--- src/rtl/two_priority_event_queue_macros.svh ---
// Assertion macros for the event queue block.
`ifndef TWO_PRIORITY_EVENT_QUEUE_MACROS_SVH
`define TWO_PRIORITY_EVENT_QUEUE_MACROS_SVH
`ifndef SYNTHESIS
`define TPEQ_ASSERT_IMPL(label, clk, rst_n, ante, cons) \
    label: assert property (@(posedge clk) disable iff (!rst_n) (ante) |-> (cons)) \
        else $error("assertion failed");
`define TPEQ_ASSERT_NEXT(label, clk, rst_n, ante, cons) \
    label: assert property (@(posedge clk) disable iff (!rst_n) (ante) |=> (cons)) \
        else $error("assertion failed");
`else
`define TPEQ_ASSERT_IMPL(label, clk, rst_n, ante, cons)
`define TPEQ_ASSERT_NEXT(label, clk, rst_n, ante, cons)
`endif
`endif

--- src/rtl/tpeq_pkg.sv ---
// ----------------------------------------------------------------------------
// tpeq_pkg
// Shared types and codes for the two-priority event queue.
// ----------------------------------------------------------------------------
`default_nettype none
package tpeq_pkg;
    typedef enum logic [1:0] {
        MODE_PUSH   = 2'd0,
        MODE_POP    = 2'd1,
        MODE_IGNORE = 2'd2,
        MODE_STATS  = 2'd3
    } mode_t;

    typedef struct packed {
        mode_t       mode;
        logic        sel;
        logic [4:0]  etype;
        logic [31:0] arg;
        logic        bad_type;
        logic        coal;
    } cmd_t;

    typedef enum logic [2:0] {
        ST_IDLE,
        ST_SCAN,
        ST_READ,
        ST_EXEC,
        ST_OUT
    } state_t;
endpackage
`default_nettype wire

--- src/rtl/two_priority_event_queue.sv ---
// ----------------------------------------------------------------------------
// two_priority_event_queue
// Fault and normal event ring buffers with coalescing and statistics.
// ----------------------------------------------------------------------------
// Use: commands enter on in_valid/in_ready (mode, queue_sel, event_type,
// event_arg); each produces exactly one result transfer on out_valid/out_ready.
// cfg_we writes coalesce_mask at any idle time.
// The front end classifies commands into a two-entry queue; the back end runs
// one command at a time through a sequencer over the buffer memories.
// Each command passes through the READ, EXEC and OUT states; a coalescing push
// also scans the chosen queue one entry a cycle in the SCAN state.
// Reset empties both queues and clears all counters and the mask; buffer
// contents are not cleared. A stalled receiver holds the result; the front
// queue keeps accepting until it holds two commands.
// ----------------------------------------------------------------------------
`default_nettype none
module two_priority_event_queue
    import tpeq_pkg::*;
#(
    parameter int FAULT_DEPTH  = 8,
    parameter int NORMAL_DEPTH = 16,
    parameter int NUM_TYPES    = 32,
    parameter int ARG_BITS     = 32
) (
    input  wire logic        clk,
    input  wire logic        rst_n,
    input  wire logic        cfg_we,
    input  wire logic [31:0] cfg_data,
    input  wire logic        in_valid,
    output logic             in_ready,
    input  wire logic [1:0]  mode,
    input  wire logic        queue_sel,
    input  wire logic [4:0]  event_type,
    input  wire logic [31:0] event_arg,
    output logic             out_valid,
    input  wire logic        out_ready,
    output logic             ok,
    output logic [4:0]       out_type,
    output logic [31:0]      out_arg,
    output logic [31:0]      pushed_count,
    output logic [31:0]      popped_count,
    output logic [31:0]      dropped_count,
    output logic [31:0]      coalesced_count,
    output logic [31:0]      ignored_count
);
    cmd_t cmd;
    logic cmd_valid, cmd_ready;

    tpeq_front #(.NUM_TYPES(NUM_TYPES)) u_front (
        .clk, .rst_n, .cfg_we, .cfg_data, .in_valid, .in_ready,
        .mode, .queue_sel, .event_type, .event_arg,
        .cmd_valid, .cmd_ready, .cmd
    );

    tpeq_back #(
        .FAULT_DEPTH(FAULT_DEPTH), .NORMAL_DEPTH(NORMAL_DEPTH), .ARG_BITS(ARG_BITS)
    ) u_back (
        .clk, .rst_n, .cmd_valid, .cmd_ready, .cmd, .out_valid, .out_ready,
        .ok, .out_type, .out_arg, .pushed_count, .popped_count,
        .dropped_count, .coalesced_count, .ignored_count
    );
endmodule
`default_nettype wire

--- src/rtl/tpeq_front.sv ---
// ----------------------------------------------------------------------------
// tpeq_front
// Accepts commands, classifies the type and queues them for the back end.
// ----------------------------------------------------------------------------
`default_nettype none
module tpeq_front
    import tpeq_pkg::*;
#(
    parameter int NUM_TYPES = 32
) (
    input  wire logic        clk,
    input  wire logic        rst_n,
    input  wire logic        cfg_we,
    input  wire logic [31:0] cfg_data,
    input  wire logic        in_valid,
    output logic             in_ready,
    input  wire logic [1:0]  mode,
    input  wire logic        queue_sel,
    input  wire logic [4:0]  event_type,
    input  wire logic [31:0] event_arg,
    output logic             cmd_valid,
    input  wire logic        cmd_ready,
    output cmd_t             cmd
);
    logic [31:0] mask_reg;
    cmd_t        buf_reg [2];
    logic [1:0]  cnt_reg;
    logic        wp_reg, rp_reg;
    cmd_t        c_in;
    logic        push, pop;

    always_comb
    begin
        c_in.mode     = mode_t'(mode);
        c_in.sel      = queue_sel;
        c_in.etype    = event_type;
        c_in.arg      = event_arg;
        c_in.bad_type = (event_type == 5'd0) || ({27'd0, event_type} >= NUM_TYPES);
        c_in.coal     = mask_reg[event_type];
    end

    assign in_ready  = (cnt_reg != 2'd2);
    assign push      = in_valid && in_ready;
    assign cmd_valid = (cnt_reg != 2'd0);
    assign pop       = cmd_valid && cmd_ready;
    assign cmd       = buf_reg[rp_reg];

    always_ff @(posedge clk or negedge rst_n)
    begin
        if (!rst_n)
        begin
            mask_reg <= '0;
            cnt_reg  <= '0;
            wp_reg   <= 1'b0;
            rp_reg   <= 1'b0;
        end
        else
        begin
            if (cfg_we)
                mask_reg <= cfg_data;
            if (push)
                wp_reg <= ~wp_reg;
            if (pop)
                rp_reg <= ~rp_reg;
            cnt_reg <= cnt_reg + {1'b0, push} - {1'b0, pop};
        end
    end

    always_ff @(posedge clk)
    begin
        if (push)
            buf_reg[wp_reg] <= c_in;
    end
endmodule
`default_nettype wire

--- src/rtl/tpeq_back.sv ---
// ----------------------------------------------------------------------------
// tpeq_back
// Executes queued commands against the two ring buffers and counters.
// ----------------------------------------------------------------------------
`default_nettype none
`include "two_priority_event_queue_macros.svh"
module tpeq_back
    import tpeq_pkg::*;
#(
    parameter int FAULT_DEPTH  = 8,
    parameter int NORMAL_DEPTH = 16,
    parameter int ARG_BITS     = 32
) (
    input  wire logic        clk,
    input  wire logic        rst_n,
    input  wire logic        cmd_valid,
    output logic             cmd_ready,
    input  wire cmd_t        cmd,
    output logic             out_valid,
    input  wire logic        out_ready,
    output logic             ok,
    output logic [4:0]       out_type,
    output logic [31:0]      out_arg,
    output logic [31:0]      pushed_count,
    output logic [31:0]      popped_count,
    output logic [31:0]      dropped_count,
    output logic [31:0]      coalesced_count,
    output logic [31:0]      ignored_count
);
    localparam int FW = (FAULT_DEPTH > 1) ? $clog2(FAULT_DEPTH) : 1;
    localparam int NW = (NORMAL_DEPTH > 1) ? $clog2(NORMAL_DEPTH) : 1;
    localparam int EW = 5 + ARG_BITS;

    logic [EW-1:0] fmem [FAULT_DEPTH];
    logic [EW-1:0] nmem [NORMAL_DEPTH];

    state_t state_reg, state_next;
    cmd_t   c_reg;
    logic [FW-1:0] fh_reg, ft_reg, fh_next, ft_next, fi_reg, fi_next;
    logic [NW-1:0] nh_reg, nt_reg, nh_next, nt_next, ni_reg, ni_next;
    logic [31:0] fc_reg [4], nc_reg [5];
    logic [EW-1:0] rd_reg;
    logic dup_reg;
    logic f_empty, n_empty, scan_end, scan_hit;
    logic [FW-1:0] fh_inc, ft_inc;
    logic [NW-1:0] nh_inc, nt_inc;
    logic ok_reg;
    logic [4:0] ot_reg;
    logic [31:0] oa_reg, r0, r1, r2, r3, r4;
    logic take;

    assign f_empty = (fh_reg == ft_reg);
    assign n_empty = (nh_reg == nt_reg);
    assign fh_inc  = (fh_reg == FW'(FAULT_DEPTH - 1)) ? '0 : fh_reg + 1'b1;
    assign ft_inc  = (ft_reg == FW'(FAULT_DEPTH - 1)) ? '0 : ft_reg + 1'b1;
    assign nh_inc  = (nh_reg == NW'(NORMAL_DEPTH - 1)) ? '0 : nh_reg + 1'b1;
    assign nt_inc  = (nt_reg == NW'(NORMAL_DEPTH - 1)) ? '0 : nt_reg + 1'b1;
    assign scan_end = c_reg.sel ? (fi_reg == fh_reg) : (ni_reg == nh_reg);
    assign scan_hit = (rd_reg[EW-1 -: 5] == c_reg.etype);
    assign take = cmd_valid && cmd_ready;

    // next state
    always_comb
    begin
        state_next = state_reg;
        case (state_reg)
            ST_IDLE: if (cmd_valid)
                state_next = ST_READ;
            ST_READ: if (c_reg.mode == MODE_PUSH && c_reg.coal && !c_reg.bad_type)
                state_next = ST_SCAN;
            else
                state_next = ST_EXEC;
            ST_SCAN: if (scan_end || dup_reg)
                state_next = ST_EXEC;
            ST_EXEC: state_next = ST_OUT;
            ST_OUT:  if (out_ready)
                state_next = ST_IDLE;
            default: state_next = ST_IDLE;
        endcase
    end

    // outputs and datapath next values
    always_comb
    begin
        cmd_ready = (state_reg == ST_IDLE);
        out_valid = (state_reg == ST_OUT);
        fh_next = fh_reg; ft_next = ft_reg; nh_next = nh_reg; nt_next = nt_reg;
        fi_next = fi_reg; ni_next = ni_reg;
        case (state_reg)
            ST_READ:
            begin
                fi_next  = ft_reg;
                ni_next  = nt_reg;
            end
            ST_SCAN:
            begin
                // rd_reg holds the entry read at the previous index
                if (!scan_end && !dup_reg)
                begin
                    if (c_reg.sel)
                        fi_next = (fi_reg == FW'(FAULT_DEPTH - 1)) ? '0 : fi_reg + 1'b1;
                    else
                        ni_next = (ni_reg == NW'(NORMAL_DEPTH - 1)) ? '0 : ni_reg + 1'b1;
                end
            end
            ST_EXEC:
            begin
                if (c_reg.mode == MODE_PUSH && !c_reg.bad_type && !dup_reg)
                begin
                    if (c_reg.sel)
                    begin
                        fh_next = fh_inc;
                        if (fh_inc == ft_reg)
                            ft_next = ft_inc;
                    end
                    else if (nh_inc != nt_reg)
                        nh_next = nh_inc;
                end
                else if (c_reg.mode == MODE_POP)
                begin
                    if (!f_empty)
                        ft_next = ft_inc;
                    else if (!n_empty)
                        nt_next = nt_inc;
                end
            end
            default: ;
        endcase
    end

    // scan reads are registered: the hit check is of the index read last cycle
    logic scan_vld_reg;
    always_ff @(posedge clk or negedge rst_n)
    begin
        if (!rst_n)
        begin
            state_reg <= ST_IDLE;
            fh_reg <= '0; ft_reg <= '0; nh_reg <= '0; nt_reg <= '0;
            fi_reg <= '0; ni_reg <= '0; dup_reg <= 1'b0; scan_vld_reg <= 1'b0;
            for (int i = 0; i < 4; i++)
                fc_reg[i] <= '0;
            for (int i = 0; i < 5; i++)
                nc_reg[i] <= '0;
        end
        else
        begin
            state_reg <= state_next;
            fh_reg <= fh_next; ft_reg <= ft_next; nh_reg <= nh_next; nt_reg <= nt_next;
            fi_reg <= fi_next; ni_reg <= ni_next;
            scan_vld_reg <= (state_reg == ST_SCAN) && !scan_end && !dup_reg;
            if (state_reg == ST_READ)
                dup_reg <= 1'b0;
            else if (state_reg == ST_SCAN && scan_vld_reg && scan_hit)
                dup_reg <= 1'b1;
            if (state_reg == ST_EXEC)
            begin
                case (c_reg.mode)
                    MODE_PUSH: if (!c_reg.bad_type)
                    begin
                        if (dup_reg)
                        begin
                            if (c_reg.sel) fc_reg[3] <= fc_reg[3] + 1'b1;
                            else           nc_reg[3] <= nc_reg[3] + 1'b1;
                        end
                        else if (c_reg.sel)
                        begin
                            fc_reg[0] <= fc_reg[0] + 1'b1;
                            if (fh_inc == ft_reg) fc_reg[2] <= fc_reg[2] + 1'b1;
                        end
                        else if (nh_inc == nt_reg)
                            nc_reg[2] <= nc_reg[2] + 1'b1;
                        else
                            nc_reg[0] <= nc_reg[0] + 1'b1;
                    end
                    MODE_POP:
                        if (!f_empty) fc_reg[1] <= fc_reg[1] + 1'b1;
                        else if (!n_empty) nc_reg[1] <= nc_reg[1] + 1'b1;
                    MODE_IGNORE: nc_reg[4] <= nc_reg[4] + 1'b1;
                    default: ;
                endcase
            end
        end
    end

    // the scan ends on the index check, but the last read entry still needs its hit check;
    // it is made in the final SCAN state through scan_vld_reg, and last_hit also guards the write
    logic last_hit;
    assign last_hit = scan_vld_reg && scan_hit;

    always_ff @(posedge clk)
    begin
        if (take)
            c_reg <= cmd;
        if (state_reg == ST_SCAN)
            rd_reg <= c_reg.sel ? fmem[fi_reg] : nmem[ni_reg];
        else if (state_reg == ST_EXEC)
            rd_reg <= f_empty ? nmem[nt_reg] : fmem[ft_reg];
        if (state_reg == ST_EXEC && c_reg.mode == MODE_PUSH && !c_reg.bad_type
            && !(dup_reg || last_hit))
        begin
            if (c_reg.sel)
                fmem[fh_reg] <= {c_reg.etype, c_reg.arg[ARG_BITS-1:0]};
            else if (nh_inc != nt_reg)
                nmem[nh_reg] <= {c_reg.etype, c_reg.arg[ARG_BITS-1:0]};
        end
    end

    always_comb
    begin
        r0 = '0; r1 = '0; r2 = '0; r3 = '0; r4 = '0;
        if (c_reg.mode == MODE_STATS)
        begin
            if (c_reg.sel)
            begin
                r0 = fc_reg[0]; r1 = fc_reg[1]; r2 = fc_reg[2]; r3 = fc_reg[3];
            end
            else
            begin
                r0 = nc_reg[0]; r1 = nc_reg[1]; r2 = nc_reg[2]; r3 = nc_reg[3];
                r4 = nc_reg[4];
            end
        end
    end

    always_ff @(posedge clk)
    begin
        if (state_reg == ST_EXEC)
        begin
            ot_reg <= '0;
            oa_reg <= '0;
            case (c_reg.mode)
                MODE_PUSH:   ok_reg <= !c_reg.bad_type &&
                                       (dup_reg || c_reg.sel || nh_inc != nt_reg);
                MODE_POP:
                begin
                    ok_reg <= !(f_empty && n_empty);
                    if (!f_empty)
                    begin
                        ot_reg <= fmem[ft_reg][EW-1 -: 5];
                        oa_reg <= 32'(fmem[ft_reg][ARG_BITS-1:0]);
                    end
                    else if (!n_empty)
                    begin
                        ot_reg <= nmem[nt_reg][EW-1 -: 5];
                        oa_reg <= 32'(nmem[nt_reg][ARG_BITS-1:0]);
                    end
                end
                default:     ok_reg <= 1'b1;
            endcase
        end
    end

    assign ok = ok_reg;
    assign out_type = ot_reg;
    assign out_arg = oa_reg;
    assign pushed_count = r0;
    assign popped_count = r1;
    assign dropped_count = r2;
    assign coalesced_count = r3;
    assign ignored_count = r4;

    `TPEQ_ASSERT_IMPL(a_no_take_busy, clk, rst_n, state_reg != ST_IDLE, !cmd_ready)
    `TPEQ_ASSERT_NEXT(a_exec_out, clk, rst_n, state_reg == ST_EXEC, state_reg == ST_OUT)
    `TPEQ_ASSERT_NEXT(a_take_read, clk, rst_n, take, state_reg == ST_READ)
endmodule
`default_nettype wire

--- config.mk ---
export PLATFORM = sky130hd
export DESIGN_NAME = two_priority_event_queue
export DESIGN_NICKNAME = d
export VERILOG_FILES = /design/src/rtl/tpeq_pkg.sv /design/src/rtl/two_priority_event_queue.sv /design/src/rtl/tpeq_front.sv /design/src/rtl/tpeq_back.sv
export VERILOG_INCLUDE_DIRS = /design/src /design/src/rtl
export SDC_FILE = /design/constraint.sdc
export NUM_CORES = 2
export LEC_CHECK = 0
export BUFFER_PORTS_ARGS = -buffer_cell sky130_fd_sc_hd__buf_2
export CAP_MARGIN = 20
export CORE_ASPECT_RATIO = 1.25
export CORE_MARGIN = 2
export CORE_UTILIZATION = 43
export CTS_CLUSTER_SIZE = 10
export DETAILED_ROUTE_END_ITERATION = 7
export PLACE_DENSITY = 0.56
export REMOVE_ABC_BUFFERS = 1
export SYNTH_ARGS = -nofsm -noshare
export SYNTH_HDL_FRONTEND = slang
export SYNTH_SLANG_ARGS = --single-unit
export TNS_END_PERCENT = 5
--- constraint.sdc ---
create_clock -name clk -period 7.5 [get_ports clk]
set_clock_uncertainty 0.05 [all_clocks]
set_input_delay 0 -clock clk [delete_from_list [all_inputs] [get_ports clk]]
set_output_delay 0 -clock clk [all_outputs]
set_load 0.01 [all_outputs]
==> flow_results.xml <==
<?xml version="1.0" encoding="UTF-8"?>
<metrics>
  <group name="finish">
    <metric name="max_reg_flops" unit="">592</metric>
    <metric name="layout-area-overhead-vs-synth" unit="%">16.78</metric>
    <metric name="post_route_cells_drive_above_1_share" unit="%">25.36</metric>
    <metric name="final_cell_count_no_fill" unit="">5918</metric>
    <metric name="layout.nets" unit="">4119</metric>
    <metric name="utilization" unit="%">50.65</metric>
    <metric name="stdcell_area" unit="sq um">69640</metric>
    <metric name="filler_cell_count" unit="">11494</metric>
  </group>
  <group name="place">
    <metric name="place.gp.congestion" unit="">0.8052</metric>
    <metric name="io_buffer_count" unit="">276</metric>
    <metric name="dp.final_hpwl" unit="um">84380</metric>
    <metric name="dpl_worst_slack" unit="ns">3.387</metric>
    <metric name="dpl.cell_count" unit="">5521</metric>
    <metric name="placed_area" unit="sq um">63180</metric>
  </group>
  <group name="clock_network">
    <metric name="worstSkewPairLatency" unit="ns">0.79</metric>
    <metric name="cts_post_setup_buffers_inserted" unit="">0</metric>
    <metric name="clock_tree.htree_level_count" unit="">4</metric>
    <metric name="longest_clk_path_bufs" unit="">3</metric>
    <metric name="cts_resized" unit="">0</metric>
    <metric name="cts_tree" unit="">built</metric>
    <metric name="clkSlewWorstSetupHoldPaths" unit="ns">0.06</metric>
    <metric name="cts_num_sinks" unit="">1407</metric>
    <metric name="tritoncts_buffer_count" unit="">161</metric>
    <metric name="clk_root_buffer_cell" unit="">sky130_fd_sc_hd__clkbuf_16</metric>
  </group>
  <group name="global_route">
    <metric name="grt_resource_usage_total" unit="%">20.54</metric>
    <metric name="grt_max_degree" unit="">111</metric>
    <metric name="via_count_of_the_first_global_routing_pass" unit="">33774</metric>
    <metric name="global_route.overflow_total" unit="">0</metric>
    <metric name="grt_first_pass_wirelength" unit="um">215900</metric>
    <metric name="grt_antenna_before_repair" unit="">3</metric>
  </group>
  <group name="sta">
    <metric name="rsz0062_at_grt" unit="">no</metric>
    <metric name="fin_hold_ws" unit="ns">0.04580</metric>
    <metric name="finalHoldViolCount" unit="">0</metric>
    <metric name="setup_total_negative_slack" unit="ns">0</metric>
    <metric name="finalSetupViolations" unit="">0</metric>
    <metric name="worstMarginPinSlew" unit="ns">1.053</metric>
    <metric name="finalWorstPathRequiredPeriod" unit="ns">4.175</metric>
    <metric name="final-max-slew-violation-count" unit="">0</metric>
    <metric name="final_period_utilization" unit="%">55.66</metric>
    <metric name="maxSlewHeadroom" unit="%">29.79</metric>
    <metric name="layout_setup_ws" unit="ns">3.325</metric>
    <metric name="max_freq" unit="MHz">239.5</metric>
  </group>
  <group name="worst_setup_path">
    <metric name="critical_path.reg2reg.startpoint" unit="">u_back.c_reg[39]</metric>
    <metric name="critical_path_startpoint_category" unit="">register</metric>
    <metric name="required" unit="ns">7.83</metric>
    <metric name="ff2ff_path_depth" unit="">6</metric>
    <metric name="reg2reg_setup_slack" unit="ns">3.33</metric>
    <metric name="timing.critical_path.to" unit="">u_back.nmem[3][23]</metric>
    <metric name="timing.critical_path.arrival" unit="ns">4.50</metric>
    <metric name="timing.setup.critical_path_class" unit="">reg2reg</metric>
    <metric name="timing.critical_path.to_type" unit="">register</metric>
    <metric name="maximum_net_fanout_on_the_critical_path" unit="">110</metric>
    <metric name="crit_start" unit="">u_back.c_reg[39]</metric>
    <metric name="timing.rr.end" unit="">u_back.nmem[3][23]</metric>
  </group>
  <group name="drt">
    <metric name="wirelength_met1" unit="um">60810</metric>
    <metric name="avgRoutedWirePerCell" unit="um">24.30</metric>
    <metric name="antenna_left" unit="">0</metric>
    <metric name="highest-signal-layer" unit="">met5</metric>
    <metric name="drtPass1Iterations" unit="">7</metric>
    <metric name="detailroute.wirelength.met2" unit="um">73410</metric>
    <metric name="drcViolationCount" unit="">0</metric>
    <metric name="drt-total-wl" unit="um">143800</metric>
    <metric name="route.met3.wl" unit="um">6043</metric>
    <metric name="route.detailed.vias_per_inst" unit="">5.490</metric>
    <metric name="detailroute.via_count" unit="">32488</metric>
    <metric name="drt_iter0_markers" unit="">2184</metric>
  </group>
  <group name="synthesis">
    <metric name="ys_async_sr_fraction" unit="%">24.88</metric>
    <metric name="synth-edff-count" unit="">1057</metric>
    <metric name="ys_warn_count" unit="">0</metric>
    <metric name="postSynthCellCount" unit="">3518</metric>
    <metric name="synth_cell_type_count" unit="">74</metric>
    <metric name="synthesis.area_per_instance" unit="sq um">16.95</metric>
    <metric name="synth.cell_area" unit="sq um">59640</metric>
    <metric name="synth_flop_cell" unit="">sky130_fd_sc_hd__edfxtp_1</metric>
    <metric name="postSynthRegisterBits" unit="">1407</metric>
    <metric name="seq_area_frac_synth" unit="%">67.91</metric>
  </group>
  <group name="power">
    <metric name="power_density" unit="nW/um^2">307.9</metric>
    <metric name="ir_worst_vdd" unit="uV">207.5</metric>
    <metric name="fin_total_pwr" unit="mW">21.44</metric>
    <metric name="leakage_power_figure" unit="nW">25.14</metric>
  </group>
  <group name="floorplanning">
    <metric name="die_width" unit="um">337.1</metric>
    <metric name="placeableCoreArea" unit="sq um">137500</metric>
    <metric name="start_util" unit="%">43.37</metric>
    <metric name="rows" unit="">152</metric>
    <metric name="die_h" unit="um">420.4</metric>
    <metric name="design.die.area" unit="sq um">141700</metric>
    <metric name="ioPinCount" unit="">277</metric>
  </group>
  <group name="flow_run">
    <metric name="drv_cap" unit="">0</metric>
  </group>
  <group name="hold_path">
    <metric name="hold_class" unit="">in2reg</metric>
  </group>
  <group name="outcome">
    <metric name="outcome" unit="">complete, no violations</metric>
  </group>
</metrics>
how the worst min path moves through the flow:
stage	from	endpoint	slack (ns)	depth (start not counted)
6_report	event_type[4]	u_front.buf_reg[1][1]	0.05	3
5_1_grt	event_type[4]	u_front.buf_reg[1][1]	0.03	3
4_1_cts	out_ready	u_back.state_reg[2]	0.004	4
3_5_place_dp	rst_n	u_back.nc_reg[7]	0.09	1
3_3_place_gp	rst_n	u_back.nc_reg[7]	0.08	1
2_1_floorplan	rst_n	u_back.dup_reg	-0.35	0
cell usage after synthesis, drive strengths merged, types with 8 or more instances:
library cell | n | area [sq um]
nand2 | 131 | 491.7
xor2 | 151 | 1323
mux2 | 107 | 1205
nor3 | 92 | 606.8
nand2b | 11 | 68.82
nor4b | 8 | 91.33
a2111oi | 11 | 158.9
dfrtp | 350 | 8758
clkbuf | 75 | 281.5
a211oi | 12 | 90.09
xnor2 | 160 | 1401
edfxtp | 1057 | 31740
a21oi | 24 | 120.1
nand4 | 88 | 580.6
buf | 103 | 529.3
inv | 73 | 274.0
and4 | 32 | 280.3
or3 | 8 | 50.05
mux4 | 297 | 6689
and3 | 32 | 200.2
nor2b | 10 | 62.56
nor4 | 28 | 219.0
mux2i | 175 | 1752
ha | 24 | 300.3
nand3 | 99 | 500.5
and2 | 45 | 281.5
nor2 | 219 | 822.0
o22ai | 32 | 200.2
critical path: stages (launching register included):
cell and delay (ns):
sky130_fd_sc_hd__edfxtp_1 0.41, sky130_fd_sc_hd__buf_12 0.27, sky130_fd_sc_hd__nor2_1 0.43, sky130_fd_sc_hd__nand3_1 0.59
sky130_fd_sc_hd__a211oi_1 1.02, sky130_fd_sc_hd__and3_2 0.33, sky130_fd_sc_hd__buf_4 0.61
placed cells by master (no fill, tap or decap), types with 8 or more instances in the layout:
master / Yosys / final
sky130_fd_sc_hd__or3_1: 8 / 8
sky130_fd_sc_hd__dlygate4sd3_1: 0 / 179
sky130_fd_sc_hd__nand2_1: 131 / 128
sky130_fd_sc_hd__mux2i_1: 175 / 175
sky130_fd_sc_hd__and3_1: 32 / 27
sky130_fd_sc_hd__clkbuf_1: 75 / 29
sky130_fd_sc_hd__o22ai_1: 32 / 32
sky130_fd_sc_hd__nor3_1: 64 / 61
sky130_fd_sc_hd__xnor2_1: 160 / 159
sky130_fd_sc_hd__clkbuf_16: 0 / 161
sky130_fd_sc_hd__nand2b_1: 11 / 11
sky130_fd_sc_hd__and2_1: 45 / 41
sky130_fd_sc_hd__inv_1: 72 / 72
sky130_fd_sc_hd__nor3_2: 27 / 30
sky130_fd_sc_hd__buf_2: 69 / 275
sky130_fd_sc_hd__nand3_1: 98 / 98
sky130_fd_sc_hd__buf_4: 3 / 54
sky130_fd_sc_hd__a211oi_1: 12 / 12
sky130_fd_sc_hd__nor2b_1: 10 / 10
sky130_fd_sc_hd__a21oi_1: 24 / 24
sky130_fd_sc_hd__mux2_2: 107 / 107
sky130_fd_sc_hd__ha_1: 24 / 24
sky130_fd_sc_hd__xor2_1: 151 / 150
sky130_fd_sc_hd__and4_1: 32 / 28
sky130_fd_sc_hd__mux4_2: 297 / 297
sky130_fd_sc_hd__nor2_1: 219 / 210
sky130_fd_sc_hd__a2111oi_2: 10 / 10
sky130_fd_sc_hd__nor4_2: 7 / 8
sky130_fd_sc_hd__edfxtp_1: 1057 / 1057
sky130_fd_sc_hd__dfrtp_1: 350 / 342
sky130_fd_sc_hd__nor4_1: 21 / 20
sky130_fd_sc_hd__nand4_1: 86 / 86
final cells by class:
| type | instances | area [sq um] | area share (%) |
|---|---|---|---|
| diodes | 1 | 2.502 | 0.003593 |
| clock buffers | 195 | 4207 | 6.040 |
| clock inverters | 19 | 380.4 | 0.5462 |
| inverters | 74 | 279.0 | 0.4006 |
| multi-input cells | 1859 | 18210 | 26.15 |
| flip-flops and latches | 1407 | 40520 | 58.19 |
| well taps | 1848 | 2312 | 3.320 |
| repair buffers | 515 | 3731 | 5.357 |
where the power goes:
part	switching [mW]	internal [mW]	total (mW)
Sequential	0.884	9.42	10.3
Clock	3.04	3.98	7.02
Combinational	2.20	1.92	4.12
what timing repair did:
| action | 4_1_cts | 5_1_grt |
|---|---|---|
| setup endpoints to repair | 0 | 0 |
| hold buffers | 180 | 0 |
| hold endpoints to repair | 408 | 0 |
kinds of logic (layout without fill, tap and decap cells):
logic type               Yosys count  after routing  share of synthesized area [%]
multiplexers                     579            579                          16.17
AO/OA/AOI/OAI                    121            121                          1.525
buffers and inverters            252            803                          1.825
flip-flops                      1407           1407                          67.91
adder cells (fa/ha/maj)           24             24                         0.5035
other                              0              1                              0
XOR/XNOR                         312            312                          4.605
AND/OR/NAND/NOR                  823            823                          7.460
per-layer routing:
layer	vias up	track usage (%)
met1	16966	27.09
met4	2	6.432
met3	209	3.131
li1	14575	-
met5	-	0
met2	736	35.00
Power figures use the tool's default switching activity.
